$ cat config.mk
export PLATFORM = sky130hd
export DESIGN_NAME = aes_ram
export DESIGN_NICKNAME = d
export VERILOG_FILES = /design/src/sv/aes_ram.sv
export SDC_FILE = /design/constraint.sdc
export NUM_CORES = 1
export LEC_CHECK = 0
export ABC_AREA = 1
export BUFFER_PORTS_ARGS = -buffer_cell sky130_fd_sc_hd__buf_2
export CORE_UTILIZATION = 50
export DETAILED_ROUTE_END_ITERATION = 6
export PLACE_DENSITY = 0.77
export SLEW_MARGIN = 20
export SYNTH_ARGS = -nofsm -noshare
export SYNTH_HDL_FRONTEND = slang
export SYNTH_SLANG_ARGS = --single-unit
$ cat constraint.sdc
create_clock -name clk_i -period 1.3 [get_ports clk_i]
set_input_delay 0.13 -clock clk_i [delete_from_list [all_inputs] [get_ports clk_i]]
set_output_delay 0.13 -clock clk_i [all_outputs]
set_load 0.03 [all_outputs]
$ cat src/sv/aes_ram.sv
// Generic single-port-write, single-port-read RAM with registered read.
// Standalone; used for the round key store.
`default_nettype none
module aes_ram #(
  parameter int Width = 8,
  parameter int Depth = 16
) (
  input  wire logic                     clk_i,
  input  wire logic                     we_i,
  input  wire logic [$clog2(Depth)-1:0] waddr_i,
  input  wire logic [Width-1:0]         wdata_i,
  input  wire logic [$clog2(Depth)-1:0] raddr_i,
  output logic      [Width-1:0]         rdata_o
);
  logic [Width-1:0] mem_q [Depth];

  always_ff @(posedge clk_i) begin
    if (we_i) begin
      mem_q[waddr_i] <= wdata_i;
    end
    rdata_o <= mem_q[raddr_i];
  end
endmodule : aes_ram
`default_nettype wire

==> metrics.cfg <==
[critical_path]
path_class=register to primary output
cp_slowest_cell=dfxtp_1
slowest_delay_ns=0.37
crit_fanout=1
crit_chain=buf_2
critPathRequiredTime_ns=1.17
worstPathArrival_ns=0.99
cp-end-kind=primary output
path_buf_inv=1
critPathTopFamily=flip-flops
start_kind=register
reg2reg_depth=6
path_depth=1

[sta]
rsz0062_at_grt=no
post-route-period-util_pct=86.1
drv_slew=0
tightest_slew_ns=0.395
fmax_ghz=0.893
fin_ws_ns=0.180
hold_viol=0
clock_skew_ns=0.00806
slew_headroom_pct=73.7
fin_tns_setup_ns=0
setup_viol=0
fin_crit_ns=1.12

[yosys]
yosysUniqueCellTypes=12
syn_inst=551
synth_seq_area_share_pct=69.4
ys_warn_count=0
syn_nets=569
ys_seq_elements=136
synth_area_per_cell_um2=10.5
synth_area_um2=5770

[clock_tree]
cts_max_path_buffers=2
clkSinkCount=136
path_clk_slew_ns=0.06
cts_buffers=17
postCtsSetupBuffers=0
cts_tree=yes
ctsHtreeMaxLevel=4
clk_latency_ns=0.41
cts_root_buffer=clkbuf_16
ctsHoldBuffers=0
cts_resized=0

[final_layout]
drive_gt1_share_pct=13.5
final_cell_mix=173 x nand2_1, 128 x edfxtp_1, 100 x inv_1, 97 x nand3_1, 25 x buf_2
n_fill_cell=835
fin_nets=614
layout_commonest_cell=nand2_1
n_antenna_cell=0
area_growth_pct=16.5

[drt]
vias=3978
drc_errors=0
post_drt_via_cell_ratio=5.32
firstDrtPassIters=6
routed_wl_um=12800
wire_per_inst_um=17.1
drt-initial-drc-count=328
ant_nets=0

[pwr]
p_switching_mw=2.34
leakage_nw=2.94
pwr-share-clk_pct=45.4
p_seq_share_pct=48.0
vdd_ir_drop_max_uv=1160
pwr-share-comb_pct=6.5
pwr_density_cell_nw_per_um2=1530
sw_frac_of_total_pct=22.8
p_int_mw=7.93

[run_status]
status=finished clean

[global_routing]
grt-ovfl-total=0
grt_pass1_vias=3844
grt_pass1_wl_um=20000
grt_use_total_pct=23.7
antenna_found_initial=0
grt_start_max_net_pins=65

[die]
ioPinCount=26
fp.dieW_um=109
rows=38
core_area_um2=11000
start_util_pct=52.3
die-area_um2=12000
die_y_um=109

[run]
maxCapViolCount=0

[placed_design]
pre_cts_ws_ns=0.112
port_buffers=25
dpl.hpwl_um=7560
gp_congestion=0.872

[hold_path]
hold_class=primary input to register
worstHoldPathCells=1

-- through the flow --
stage          util, %  total power, mW  std cells  cell area, µm²  hold WS, ns
6_report          60.9             10.3        748            6720        0.141
5_1_grt           60.9             10.6        748            6720        0.129
4_1_cts           60.9             10.3        748            6720        0.126
3_5_place_dp      55.6             5.68        717            6140        0.566
3_3_place_gp      55.6             5.66        717            6140        0.549
2_1_floorplan        -             5.42        551            5770        0.229
-- area by class of cell --
class / instances / area (µm²) / share of cell area (%)
clock buffer: 18 / 429 / 6.39
timing repair buffer: 50 / 363 / 5.40
sequential: 136 / 4000 / 59.6
inverter: 102 / 383 / 5.70
multi-input combinational: 289 / 1210 / 18.1
tap: 140 / 175 / 2.61
clock inverter: 13 / 149 / 2.22
-- final timing paths --
path,start,slack (ns),endpoint
worst max-delay path,rdata_o[7],0.18,rdata_o[7]
worst min-delay path,wdata_i[2],0.14,mem_q[5][2]
worst max register to register,mem_q[1][2],0.24,rdata_o[2]
worst min register to register,mem_q[10][6],0.68,rdata_o[6]
-- logic make-up (layout without fill, tap and decap cells) --
logic type	count (synthesis)	after routing	share of synthesized area [%]
simple gates	289	289	21.0
flops	136	136	69.4
buf+inv	126	183	9.52
-- registers in the layout, summed over array words and instances, names as in the netlist --
signal   count
rdata_o      8
mem_q      128
-- worst reg2reg max path, delay by kind of cell (launching register included) --
| kind | cells | cell delay (ns) |
|---|---|---|
| AND/OR/NAND/NOR | 5 | 0.52 |
| flip-flops | 1 | 0.37 |
| buffers and inverters | 1 | 0.07 |
-- per-layer routing --
layer	up-vias	wire length (µm)	track usage (%)	part of all wire, %
li1	1867	-	-	-
met1	1861	5110	30.3	40
met2	213	6210	38.5	49
met3	37	1080	5.45	8.4
met4	0	397	11.1	3.1
met5	-	0	0	0
-- power groups by stage --
| stage | Sequential [mW] | Combinational, mW | Clock [mW] |
|---|---|---|---|
| 2_1_floorplan | 5.07 | 0.346 | 0 |
| 3_3_place_gp | 5.02 | 0.642 | 0 |
| 3_5_place_dp | 5.02 | 0.657 | 0 |
| 4_1_cts | 4.93 | 0.668 | 4.71 |
| 5_1_grt | 4.94 | 0.732 | 4.89 |
| 6_report | 4.93 | 0.671 | 4.67 |
-- synthesized netlist by cell type (all sizes together) --
master | number | area [µm²]
dfxtp | 8 | 160
nand2 | 173 | 649
nand3 | 97 | 485
inv | 102 | 383
edfxtp | 128 | 3840
buf | 24 | 166
nor2 | 17 | 63.8
nand3b | 2 | 15.0
No activity file was read; power rests on OpenSTA's default activity.
