--- src/sv/aes_pkg.sv ---
// AES-128 package: S-box tables, GF(2^8) helpers, register indexes.
// Used by the key schedule, round unit and engine of the aes_block_cipher block.
`default_nettype none
package aes_pkg;

  localparam int NumRounds  = 10;
  localparam int StoreDepth = 2 * (NumRounds + 1);
  localparam int AddrW      = $clog2(StoreDepth);
  localparam int RoundW     = $clog2(NumRounds + 1);
  localparam int IdxW       = 1;

  localparam logic [IdxW-1:0] RegKeyHi = 1'b0;
  localparam logic [IdxW-1:0] RegKeyLo = 1'b1;

  localparam logic ActEncrypt = 1'b0;
  localparam logic ActDecrypt = 1'b1;

  localparam logic [7:0] FwdSub [256] = '{
    8'h63,8'h7c,8'h77,8'h7b,8'hf2,8'h6b,8'h6f,8'hc5,8'h30,8'h01,8'h67,8'h2b,8'hfe,8'hd7,8'hab,8'h76,
    8'hca,8'h82,8'hc9,8'h7d,8'hfa,8'h59,8'h47,8'hf0,8'had,8'hd4,8'ha2,8'haf,8'h9c,8'ha4,8'h72,8'hc0,
    8'hb7,8'hfd,8'h93,8'h26,8'h36,8'h3f,8'hf7,8'hcc,8'h34,8'ha5,8'he5,8'hf1,8'h71,8'hd8,8'h31,8'h15,
    8'h04,8'hc7,8'h23,8'hc3,8'h18,8'h96,8'h05,8'h9a,8'h07,8'h12,8'h80,8'he2,8'heb,8'h27,8'hb2,8'h75,
    8'h09,8'h83,8'h2c,8'h1a,8'h1b,8'h6e,8'h5a,8'ha0,8'h52,8'h3b,8'hd6,8'hb3,8'h29,8'he3,8'h2f,8'h84,
    8'h53,8'hd1,8'h00,8'hed,8'h20,8'hfc,8'hb1,8'h5b,8'h6a,8'hcb,8'hbe,8'h39,8'h4a,8'h4c,8'h58,8'hcf,
    8'hd0,8'hef,8'haa,8'hfb,8'h43,8'h4d,8'h33,8'h85,8'h45,8'hf9,8'h02,8'h7f,8'h50,8'h3c,8'h9f,8'ha8,
    8'h51,8'ha3,8'h40,8'h8f,8'h92,8'h9d,8'h38,8'hf5,8'hbc,8'hb6,8'hda,8'h21,8'h10,8'hff,8'hf3,8'hd2,
    8'hcd,8'h0c,8'h13,8'hec,8'h5f,8'h97,8'h44,8'h17,8'hc4,8'ha7,8'h7e,8'h3d,8'h64,8'h5d,8'h19,8'h73,
    8'h60,8'h81,8'h4f,8'hdc,8'h22,8'h2a,8'h90,8'h88,8'h46,8'hee,8'hb8,8'h14,8'hde,8'h5e,8'h0b,8'hdb,
    8'he0,8'h32,8'h3a,8'h0a,8'h49,8'h06,8'h24,8'h5c,8'hc2,8'hd3,8'hac,8'h62,8'h91,8'h95,8'he4,8'h79,
    8'he7,8'hc8,8'h37,8'h6d,8'h8d,8'hd5,8'h4e,8'ha9,8'h6c,8'h56,8'hf4,8'hea,8'h65,8'h7a,8'hae,8'h08,
    8'hba,8'h78,8'h25,8'h2e,8'h1c,8'ha6,8'hb4,8'hc6,8'he8,8'hdd,8'h74,8'h1f,8'h4b,8'hbd,8'h8b,8'h8a,
    8'h70,8'h3e,8'hb5,8'h66,8'h48,8'h03,8'hf6,8'h0e,8'h61,8'h35,8'h57,8'hb9,8'h86,8'hc1,8'h1d,8'h9e,
    8'he1,8'hf8,8'h98,8'h11,8'h69,8'hd9,8'h8e,8'h94,8'h9b,8'h1e,8'h87,8'he9,8'hce,8'h55,8'h28,8'hdf,
    8'h8c,8'ha1,8'h89,8'h0d,8'hbf,8'he6,8'h42,8'h68,8'h41,8'h99,8'h2d,8'h0f,8'hb0,8'h54,8'hbb,8'h16
  };

  localparam logic [7:0] InvSub [256] = '{
    8'h52,8'h09,8'h6a,8'hd5,8'h30,8'h36,8'ha5,8'h38,8'hbf,8'h40,8'ha3,8'h9e,8'h81,8'hf3,8'hd7,8'hfb,
    8'h7c,8'he3,8'h39,8'h82,8'h9b,8'h2f,8'hff,8'h87,8'h34,8'h8e,8'h43,8'h44,8'hc4,8'hde,8'he9,8'hcb,
    8'h54,8'h7b,8'h94,8'h32,8'ha6,8'hc2,8'h23,8'h3d,8'hee,8'h4c,8'h95,8'h0b,8'h42,8'hfa,8'hc3,8'h4e,
    8'h08,8'h2e,8'ha1,8'h66,8'h28,8'hd9,8'h24,8'hb2,8'h76,8'h5b,8'ha2,8'h49,8'h6d,8'h8b,8'hd1,8'h25,
    8'h72,8'hf8,8'hf6,8'h64,8'h86,8'h68,8'h98,8'h16,8'hd4,8'ha4,8'h5c,8'hcc,8'h5d,8'h65,8'hb6,8'h92,
    8'h6c,8'h70,8'h48,8'h50,8'hfd,8'hed,8'hb9,8'hda,8'h5e,8'h15,8'h46,8'h57,8'ha7,8'h8d,8'h9d,8'h84,
    8'h90,8'hd8,8'hab,8'h00,8'h8c,8'hbc,8'hd3,8'h0a,8'hf7,8'he4,8'h58,8'h05,8'hb8,8'hb3,8'h45,8'h06,
    8'hd0,8'h2c,8'h1e,8'h8f,8'hca,8'h3f,8'h0f,8'h02,8'hc1,8'haf,8'hbd,8'h03,8'h01,8'h13,8'h8a,8'h6b,
    8'h3a,8'h91,8'h11,8'h41,8'h4f,8'h67,8'hdc,8'hea,8'h97,8'hf2,8'hcf,8'hce,8'hf0,8'hb4,8'he6,8'h73,
    8'h96,8'hac,8'h74,8'h22,8'he7,8'had,8'h35,8'h85,8'he2,8'hf9,8'h37,8'he8,8'h1c,8'h75,8'hdf,8'h6e,
    8'h47,8'hf1,8'h1a,8'h71,8'h1d,8'h29,8'hc5,8'h89,8'h6f,8'hb7,8'h62,8'h0e,8'haa,8'h18,8'hbe,8'h1b,
    8'hfc,8'h56,8'h3e,8'h4b,8'hc6,8'hd2,8'h79,8'h20,8'h9a,8'hdb,8'hc0,8'hfe,8'h78,8'hcd,8'h5a,8'hf4,
    8'h1f,8'hdd,8'ha8,8'h33,8'h88,8'h07,8'hc7,8'h31,8'hb1,8'h12,8'h10,8'h59,8'h27,8'h80,8'hec,8'h5f,
    8'h60,8'h51,8'h7f,8'ha9,8'h19,8'hb5,8'h4a,8'h0d,8'h2d,8'he5,8'h7a,8'h9f,8'h93,8'hc9,8'h9c,8'hef,
    8'ha0,8'he0,8'h3b,8'h4d,8'hae,8'h2a,8'hf5,8'hb0,8'hc8,8'heb,8'hbb,8'h3c,8'h83,8'h53,8'h99,8'h61,
    8'h17,8'h2b,8'h04,8'h7e,8'hba,8'h77,8'hd6,8'h26,8'he1,8'h69,8'h14,8'h63,8'h55,8'h21,8'h0c,8'h7d
  };

  function automatic logic [7:0] gf_dbl(input logic [7:0] x);
    gf_dbl = {x[6:0], 1'b0} ^ (x[7] ? 8'h1b : 8'h00);
  endfunction

  // S-box applied to each of the four bytes of a 32-bit word
  function automatic logic [31:0] sub_word(input logic [31:0] w);
    sub_word = {FwdSub[w[31:24]], FwdSub[w[23:16]], FwdSub[w[15:8]], FwdSub[w[7:0]]};
  endfunction

endpackage : aes_pkg
`default_nettype wire

--- src/sv/aes_key_expand.sv ---
// Key schedule sequencer: writes each round key into the key store as two words, high then low.
// Depends on aes_pkg.
`default_nettype none
module aes_key_sched (
  input  wire logic                      clk_i,
  input  wire logic                      rst_ni,
  input  wire logic                      start_i,
  input  wire logic [127:0]              key_i,
  output logic                           busy_o,
  output logic                           we_o,
  output logic [aes_pkg::AddrW-1:0]      waddr_o,
  output logic [63:0]                    wdata_o
);
  import aes_pkg::*;

  logic [127:0]     rk_q, rk_d;
  logic [7:0]       rc_q, rc_d;
  logic [AddrW-1:0] addr_q, addr_d;
  logic             busy_q, busy_d;
  logic [31:0]      t, w0, w1, w2, w3;

  always_comb begin
    t  = sub_word({rk_q[23:0], rk_q[31:24]}) ^ {rc_q, 24'h0};
    w0 = rk_q[127:96] ^ t;
    w1 = rk_q[95:64] ^ w0;
    w2 = rk_q[63:32] ^ w1;
    w3 = rk_q[31:0] ^ w2;
    rk_d   = rk_q;
    rc_d   = rc_q;
    addr_d = addr_q;
    busy_d = busy_q;
    if (start_i) begin
      rk_d   = key_i;
      rc_d   = 8'h01;
      addr_d = '0;
      busy_d = 1'b1;
    end else if (busy_q) begin
      addr_d = addr_q + AddrW'(1);
      if (addr_q[0]) begin
        rk_d = {w0, w1, w2, w3};
        rc_d = gf_dbl(rc_q);
      end
      if (addr_q == AddrW'(StoreDepth - 1)) begin
        busy_d = 1'b0;
      end
    end
  end

  always_ff @(posedge clk_i or negedge rst_ni) begin
    if (!rst_ni) begin
      busy_q <= 1'b0;
      addr_q <= '0;
      rc_q   <= 8'h01;
      rk_q   <= '0;
    end else begin
      busy_q <= busy_d;
      addr_q <= addr_d;
      rc_q   <= rc_d;
      rk_q   <= rk_d;
    end
  end

  assign busy_o  = busy_q;
  assign we_o    = busy_q;
  assign waddr_o = addr_q;
  assign wdata_o = addr_q[0] ? rk_q[63:0] : rk_q[127:64];
endmodule : aes_key_sched
`default_nettype wire

--- config.mk ---
export PLATFORM = sky130hd
export DESIGN_NAME = aes_key_sched
export DESIGN_NICKNAME = d
export VERILOG_FILES = /design/src/sv/aes_pkg.sv /design/src/sv/aes_key_expand.sv
export SDC_FILE = /design/constraint.sdc
export NUM_CORES = 1
export LEC_CHECK = 0
export BUFFER_PORTS_ARGS = -buffer_cell sky130_fd_sc_hd__clkbuf_2
export CAP_MARGIN = 20
export CELL_PAD_IN_SITES_DETAIL_PLACEMENT = 2
export CELL_PAD_IN_SITES_GLOBAL_PLACEMENT = 2
export CORE_MARGIN = 8
export CORE_UTILIZATION = 33
export CTS_CLUSTER_DIAMETER = 50
export CTS_CLUSTER_SIZE = 40
export DETAILED_ROUTE_END_ITERATION = 10
export PLACE_DENSITY = 0.85
export SLEW_MARGIN = 20
export SYNTH_ARGS = -nofsm -noshare
export SYNTH_HDL_FRONTEND = slang
export SYNTH_SLANG_ARGS = --single-unit
--- constraint.sdc ---
create_clock -name clk_i -period 3.65 [get_ports clk_i]
set_input_delay 0.365 -clock clk_i [delete_from_list [all_inputs] [get_ports clk_i]]
set_output_delay 0.365 -clock clk_i [all_outputs]
set_load 0.01 [all_outputs]
==> results.json <==
{
  "grt_overflow": 0,
  "cts_tree": "done",
  "totalWireLength_um": 133000,
  "synth_compound_area_share_pct": 29.7,
  "syn-instance-count": 3050,
  "seqCellArea_um2": 3590,
  "floorplan.initialDensity_pct": 33.3,
  "grtUsageTotal_pct": 32.9,
  "vias_per_cell": 6.72,
  "clock-skew-final_ns": 0.0170,
  "hold_path_class": "primary input to register",
  "status": "finished, violations left",
  "drt_first_pass_iters": 6,
  "whs_ns": 0.0423,
  "vias": 28300,
  "drive_gt1_share_pct": 25.9,
  "hold_depth": 3,
  "antenna_found_initial": 4,
  "seq_area_frac_synth_pct": 15.6,
  "postRouteAntennaNets": 0,
  "die_w_um": 279,
  "fill_cells": 7902,
  "netlist_area_um2": 22800,
  "grt_max_degree": 113,
  "cts_buffer_depth": 2,
  "syn_nets": 3243,
  "synth-xor-area-share_pct": 8.29,
  "synthArstFlopShare_pct": 100,
  "ctsHtreeMaxLevel": 4,
  "required_ns": 4.10,
  "multi_input_area_um2": 17700,
  "setup_violations": 1,
  "slew_headroom_pct": 39.1,
  "synth_area_per_cell_um2": 7.49,
  "gp_congestion": 1.03,
  "post_drt_wl_per_cell_um": 31.6,
  "cap_violations": 0,
  "clock_latency_ns": 0.52,
  "slew_viol_final": 0,
  "r2r_slack_ns": -0.02,
  "synth_edf_count": 0,
  "dpl.hpwl_um": 98300,
  "synthSimpleGateAreaFrac_pct": 24.3,
  "drc": 0,
  "core_um2": 68600,
  "hold_viol": 0,
  "start_kind": "register",
  "synth_top_family_by_area": "compound AO/OA/AOI/OAI gates",
  "fmax_mhz": 273,
  "io_pins": 202,
  "synth_mux_area_share_pct": 11.0,
  "final_common_cell": "buf_4",
  "grt_pass1_wl_um": 199000,
  "fin_nets": 3459,
  "fin_ws_ns": -0.0157,
  "clock-sinks": 142,
  "grt_pass1_vias": 29600,
  "min-delay-start": "key_i[107]",
  "synth_adder_area_share_pct": 3.44,
  "crit_path_end": "rk_q[40]",
  "crit_start": "rk_q[2]",
  "rows": 96,
  "timing.rr.end": "rk_q[40]",
  "violations": "setup timing",
  "yosys_warnings": 0,
  "dieArea_um2": 77900,
  "dp_slack_ns": -0.119,
  "critPathArrivalTime_ns": 4.12,
  "ys_seq_elements": 142,
  "worstMarginPinSlew_ns": 0.904,
  "yosys_most_used_dff": "dfrtp_1",
  "end_kind": "register",
  "period_needed_ns": 3.67,
  "area_growth_pct": 18.9,
  "drt_first_iter_violations": 3452,
  "cts_buffers": 17,
  "place_inst": 4174,
  "root_buffer": "clkbuf_16",
  "die_y_um": 279,
  "path_class": "register to register",
  "portBuffers": 201,
  "ff2ff_path_depth": 10,
  "synth_cell_type_count": 114,
  "reg2reg_from": "rk_q[2]",
  "path_max_fanout": 20,
  "stdcell_count": 4211,
  "final_cell_mix": "buf_4 (305), nand2_1 (271), o21ai_0 (240)",
  "min_period_over_period_pct": 100,
  "clkTransAtPathRegs_ns": 0.08
}
## Yosys cell counts, types with 43 or more instances
cell      instances  area share, %
ha_1             62            3.4
o311ai_0         45            1.7
inv_1            43           0.71
buf_2           109            2.4
o211ai_1         57            1.9
nand2b_1         92            2.5
nand3_1          94            2.1
nand2_1         272            4.5
xnor2_1         153            5.9
a21oi_1         153            3.4
o21ai_0         247            5.4
a211oi_1         54            1.8
mux4_2           47            4.6
a31oi_1          61            1.7
nor2_1          219            3.6
dfrtp_1         141             15
nor3_1          107            2.3
mux2_2           92            4.5
xor2_1           45            1.7
nor2b_1          85            2.3
clkbuf_1        176            2.9
## area by class of cell
type                       count  area share [%]
inverter                      50           0.700
timing repair buffer         536            14.3
multi-input combinational   2519            65.3
clock inverter                14           0.585
sequential                   142            13.2
clock buffer                  18            1.58
antenna                        1         0.00921
tap                          931            4.29
## sequential cells by signal, summed over array words and instances (netlist names)
| signal | cells |
|---|---|
| rk_q | 128 |
| rc_q | 8 |
| waddr_o | 5 |
| busy_o | 1 |
## critical path, cell delays in order, from the launching register on
cell	delay (ns)
dfrtp_4	0.64
buf_12	0.23
nor2_2	0.52
o21ai_0	0.36
a21oi_1	0.21
nor3_1	0.08
or4b_1	0.52
mux2i_2	0.28
xnor2_1	0.19
or4_1	0.42
nand3_1	0.10
## routing by layer
metal  GRT usage [%]  vias to the layer above  routed length [µm]
met5               0                        -                  26
met4            15.7                        4                6570
met3            8.27                      450               13400
met2            51.0                     1759               59600
met1            42.4                    14300               53500
li1                -                    11800                   -
## worst min-delay path by stage
| stage | end | slack [ns] |
|---|---|---|
| floorplan | busy_o | 0.07 |
| global placement | waddr_o[0] | 0.38 |
| detailed placement | waddr_o[0] | 0.39 |
| CTS | rk_q[107] | 0.02 |
| global route | rk_q[112] | 0.06 |
| finish | rk_q[107] | 0.04 |
## what timing repair did
item                                    CTS  global route
pin swaps                                 1             6
endpoints found under the setup margin   17            55
hold buffers                              1             0
buffers inserted                          2             1
resized for setup                        11            58
endpoints found under the hold margin    48             0
## cell families (layout without fill, tap and decap cells)
family | Yosys count | after routing
adders and majority gates | 63 | 63
buffers and inverters | 389 | 618
muxes | 178 | 178
other | 0 | 1
and+or+nand+nor | 1099 | 1099
DFF | 142 | 142
AOI/OAI and AO/OA | 974 | 974
xor gates and xnor gates | 205 | 205
## stage by stage
stage / utilization, % / area (µm²) / TNS, ns
floorplan: - / 22900 / 0
global placement: 38.4 / 26300 / 0
detailed placement: 38.4 / 26300 / -0.398
CTS: 39.3 / 27000 / -0.000480
global route: 39.6 / 27200 / -0.0180
finish: 39.6 / 27200 / -0.0157
Power is not shown: default switching activity piles up to over one toggle a cycle in this logic, so the estimate is an artifact.
